==> src/hw/rtl/htfa_pkg.sv <==
package htfa_pkg;

  localparam int ACTION_W = 2;
  localparam int HANDLE_W = 6;
  localparam int DB_W = 32;
  localparam int PREFIX_W = 64;
  localparam int PLEN_W = 4;
  localparam int MODE_W = 2;
  localparam int STATUS_W = 2;
  localparam int LIMIT_W = 7;
  localparam logic [LIMIT_W-1:0] LIMIT_RESET = 7'd64;

  localparam logic [ACTION_W-1:0] ACT_OPEN = 2'd0;
  localparam logic [ACTION_W-1:0] ACT_CLOSE = 2'd1;
  localparam logic [ACTION_W-1:0] ACT_LOOKUP = 2'd2;

  localparam logic [MODE_W-1:0] MODE_NONE = 2'd0;

  localparam logic [STATUS_W-1:0] ST_OK = 2'd0;
  localparam logic [STATUS_W-1:0] ST_BAD_MODE = 2'd1;
  localparam logic [STATUS_W-1:0] ST_TOO_MANY = 2'd2;
  localparam logic [STATUS_W-1:0] ST_BAD_HANDLE = 2'd3;

  typedef struct packed {
    logic set_live;
    logic clr_live;
  } cell_ctrl_t;

endpackage

==> src/hw/rtl/htfa_cell.sv <==
module htfa_cell #(
  parameter int IdxW = 6,
  parameter int CntW = 7
) (
  input  logic                clk,
  input  htfa_pkg::cell_ctrl_t ctrl,
  input  logic [IdxW-1:0]     cell_index,
  input  logic [CntW-1:0]     slot_count,
  input  logic                found_in,
  input  logic [IdxW-1:0]     index_in,
  output logic                found_out,
  output logic [IdxW-1:0]     index_out,
  output logic                live
);
  import htfa_pkg::*;

  logic free_here;

  always_comb begin
    free_here = (CntW'(cell_index) < slot_count) && !live;
  end

  always_ff @(posedge clk) begin
    if (ctrl.set_live) begin
      live <= 1'b1;
    end else if (ctrl.clr_live) begin
      live <= 1'b0;
    end
  end

  always_ff @(posedge clk) begin
    found_out <= free_here || found_in;
    index_out <= free_here ? cell_index : index_in;
  end

endmodule

==> config.mk <==
export PLATFORM = sky130hd
export DESIGN_NAME = htfa_cell
export DESIGN_NICKNAME = d
export VERILOG_FILES = /design/src/hw/rtl/htfa_pkg.sv /design/src/hw/rtl/htfa_cell.sv
export SDC_FILE = /design/constraint.sdc
export NUM_CORES = 1
export LEC_CHECK = 0
export ABC_AREA = 1
export BUFFER_PORTS_ARGS = -buffer_cell sky130_fd_sc_hd__buf_2
export CORE_AREA = 2 2 39 41
export CTS_CLUSTER_DIAMETER = 80
export DETAILED_ROUTE_END_ITERATION = 10
export DIE_AREA = 0 0 41 43
export PLACE_DENSITY = 0.71
export RECOVER_POWER = 100
export SYNTH_ARGS = -nofsm -noshare
export SYNTH_HDL_FRONTEND = slang
export SYNTH_SLANG_ARGS = --single-unit
==> constraint.sdc <==
create_clock -name clk -period 2.8 [get_ports clk]
set_input_delay 0.56 -clock clk [delete_from_list [all_inputs] [get_ports clk]]
set_output_delay 0.56 -clock clk [all_outputs]
set_load 0.1 [all_outputs]
Yosys cells after proc, flatten, opt, wreduce, memory -nomap -nowiden
Index checks and enable logic that the tools add are counted.
- register bits after elaboration: 8
- bits in latches: 0
- bits in writable memories: 0
- bits in read-only memories: 0
- input bits: 23
- output and inout bits: 8
- word-level logic and storage cells: 8
- memories: 0
- add/subtract/negate cells: 0
- $mul: 0
- div/mod/pow operators: 0
- order comparisons: 1
- equality and inequality tests: 0
- shifts and indexed selects: 0
- mux-type cells: 1
- bitwise gates (word level): 0
- reduce and logical (&&, ||, !) cells: 3
- operators by type and width (operator ; count):
    < comparator 6 x 7 -> 1 bit ; 1
    two-way mux 6 bit ; 1
    logical AND 1 bit ; 1
    zero test 1 bit ; 1
    logical OR 1 bit ; 1

Depth between registers and ports, before layout
- word-level depth: 3
- depth in mapped cells: 10

Least setup slack after synthesis
OpenSTA, ideal clock, no wires.
- kind: register -> register
- from: register live
- to: register found_out
- library setup time: 0.114 ns
- data arrival time: 1.403 ns
- required time: 2.686 ns
- slack: 1.283 ns
- cell stages (with the launch flop): 6
- period minus slack after synthesis: 1.517 ns
- cell sequence: dfxtp_1 > inv_1 > nand2_2 > a21oi_4 > nand2_4 > nand2_1
- word-level cells in the longest chain between the ends: 3
- RTL lines (item ; line ; text):
    start, declared ; htfa_cell.sv:13 ; output logic live
    start signal, assigned ; htfa_cell.sv:25 ; live <= 1'b1;
    start signal, assigned ; htfa_cell.sv:27 ; live <= 1'b0;
    zero test 1 bit ; htfa_cell.sv:20 ; free_here = (CntW'(cell_index) < slot_count) && !live;
    logical AND 1 bit ; htfa_cell.sv:20 ;
    logical OR 1 bit ; htfa_cell.sv:32 ; found_out <= free_here || found_in;
    end signal, assigned ; htfa_cell.sv:32 ;
    end, declared ; htfa_cell.sv:11 ; output logic found_out,
Every way passes these cells.
A chain may end at the register's enable or synchronous reset.

Final worst setup path
- from: register live
- to: output port live
No word-level cell between the ends.

==> results.cfg <==
[timing]
layout_min_cycle_time_ns = 2.00
worst_slack_ns = 0.804
tightestPinTransition_ns = 1.17
hold_viol_final = 0
fmax_mhz = 501
setup-tns-final_ns = 0
rsz0062_at_grt = false
slew_headroom_pct = 22.4
setup_violations = 0
maxSlewViolCount = 0
finalCritPeriodShare_pct = 71.3
fin_worst_skew_ns = 0.00554

[clock_tree]
cts_tree = done
numClockSinks = 8
hold_buffers = 0
cts_buffers = 3
clockRootBuffer = clkbuf_4
clkTransAtPathRegs_ns = 0.05
clk_latency_ns = 0.25
cts.htree.levels = 1
post_cts_buffers = 0
clk_path_buf_depth = 2
post_cts_resized = 0

[worst_setup_path]
critPathKind = register to output pin
worst-path-buf-inv = 1
regToRegSetupSlack_ns = 1.71
critPathSlowestCell = clkbuf_1
endpoint_kind = output pin
max_stage_delay_ns = 0.86
worst_ep_required_time_ns = 2.24
cp-startpoint = live
cp_cell_sequence = clkbuf_1
r2r-start = live
crit_path_max_fanout = 2
arrival_ns = 1.44
cp_top_family = buffers and inverters
worstSetupStartpointType = register

[job]
maxCapViolCount = 0

[pwr]
totalPowerFinal_mw = 0.360
ir_drop_mv = 0.169
p_leak_nw = 0.370
cellPowerDensity_nw_per_um2 = 589

[floorplan]
die_h_um = 43
start_util_pct = 31.8
fp.coreArea_um2 = 1380
placementRows = 14
design.die.area_um2 = 1760
die_w_um = 41
boundaryPins = 31

[cells_and_area]
multi_input_area_um2 = 225
drive_gt1_share_pct = 29.0
num-nets-final = 123
diodes = 0
layout.cells.most_common = nand2_1
final_cell_mix = nand2_1, buf_2, inv_1
areaGrowthSynthToFinish_pct = 38.9
nFillCells = 146
seq_area_um2 = 160

[synthesis]
post_synth_xor_area_fraction_pct = 0
syn_area_um2 = 440
ys.warnings.count = 0
yosysUniqueCellTypes = 12
synth_top_family_by_area = simple AND/OR/NAND/NOR gates
synth_mux_area_share_pct = 0
synth_compound_area_share_pct = 6.53
syn_inst = 60
synth-adder-area-share_pct = 14.2
synth-simple-area-share_pct = 32.7
syn_nets = 88
synth.yosys.seq_area_share_pct = 36.4
syn_area_per_cell_um2 = 7.34
synth-seq-cells = 8

[placed_design]
gp_congestion = 0.737
pre_cts_slack_ns = 1.13
io_buffers = 30
hpwlAfterDp_um = 809

[global_routing]
grt_pass1_wl_um = 1480
grt_usage_pct = 12.4
grt_overflow = 0
grt_pass1_vias = 429
antenna_found_initial = 0
grt_max_degree = 8

[route]
num_vias = 462
wire_per_inst_um = 8.55
drc = 0
drtPass1Iterations = 2
routed_wl_um = 932
postRouteAntennaNets = 0
vias_per_cell = 4.24
drt_iter0_drc = 5

[min_path]
hp-start = found_in
hold_class = primary input to register

[status]
status = finished, final reports clean
layer usage:
layer  up-vias  wire length [um]  global-route usage, %
met4         0                17                   8.00
met3         2               100                   3.14
met5         -                 0                      0
met2        19               454                   22.8
met1       191               359                   10.5
li1        250                 -                      -
power by group:
group | switching, mW | internal, mW | total, mW
clock | 0.0368 | 0.0489 | 0.0857
combinational | 0.117 | 0.0294 | 0.146
sequential | 0.00274 | 0.126 | 0.128
total | 0.156 | 0.204 | 0.360
area by class of cell:
type	count	area share (%)
Inverter	12	7.36
Multi-Input combinational cell	40	36.8
Sequential cell	8	26.2
Clock buffer	3	3.68
Tap cell	16	3.27
Timing Repair Buffer	30	22.7
path summary, 6_finish.rpt:
kind / endpoint / cells past startpoint
setup reg to reg: index_out[2] / 6
setup / recovery: live / 1
hold / removal: found_out / 3
hold reg to reg: live / 2
synth_stat cells (all sizes together):
cell type	n	share of area, %
nand3	6	6.8
nor3	1	1.1
nand2	24	24
a21oi	2	4.8
ha	5	14
o21bai	1	1.7
nor2	1	0.85
dfxtp	8	36
inv	12	10
logic make-up after synthesis:
family / after synthesis
compound gates: 3
fa+ha+maj: 5
buf+inv: 12
simple gates: 32
flops: 8
through the flow:
stage          cells  hold slack [ns]  instance area (um^2)  util, %
3_5_place_dp     106            0.483                   611     44.1
2_1_floorplan     60            0.652                   440        -
4_1_cts          109            0.492                   633     45.8
6_report         109            0.494                   612     44.2
3_3_place_gp     106            0.479                   611     44.1
5_1_grt          109            0.479                   612     44.2
registers in the layout, summed over array words and instances, names as in the netlist:
signal	count
index_out	6
found_out	1
live	1
No activity file was read; power rests on OpenSTA's default activity.
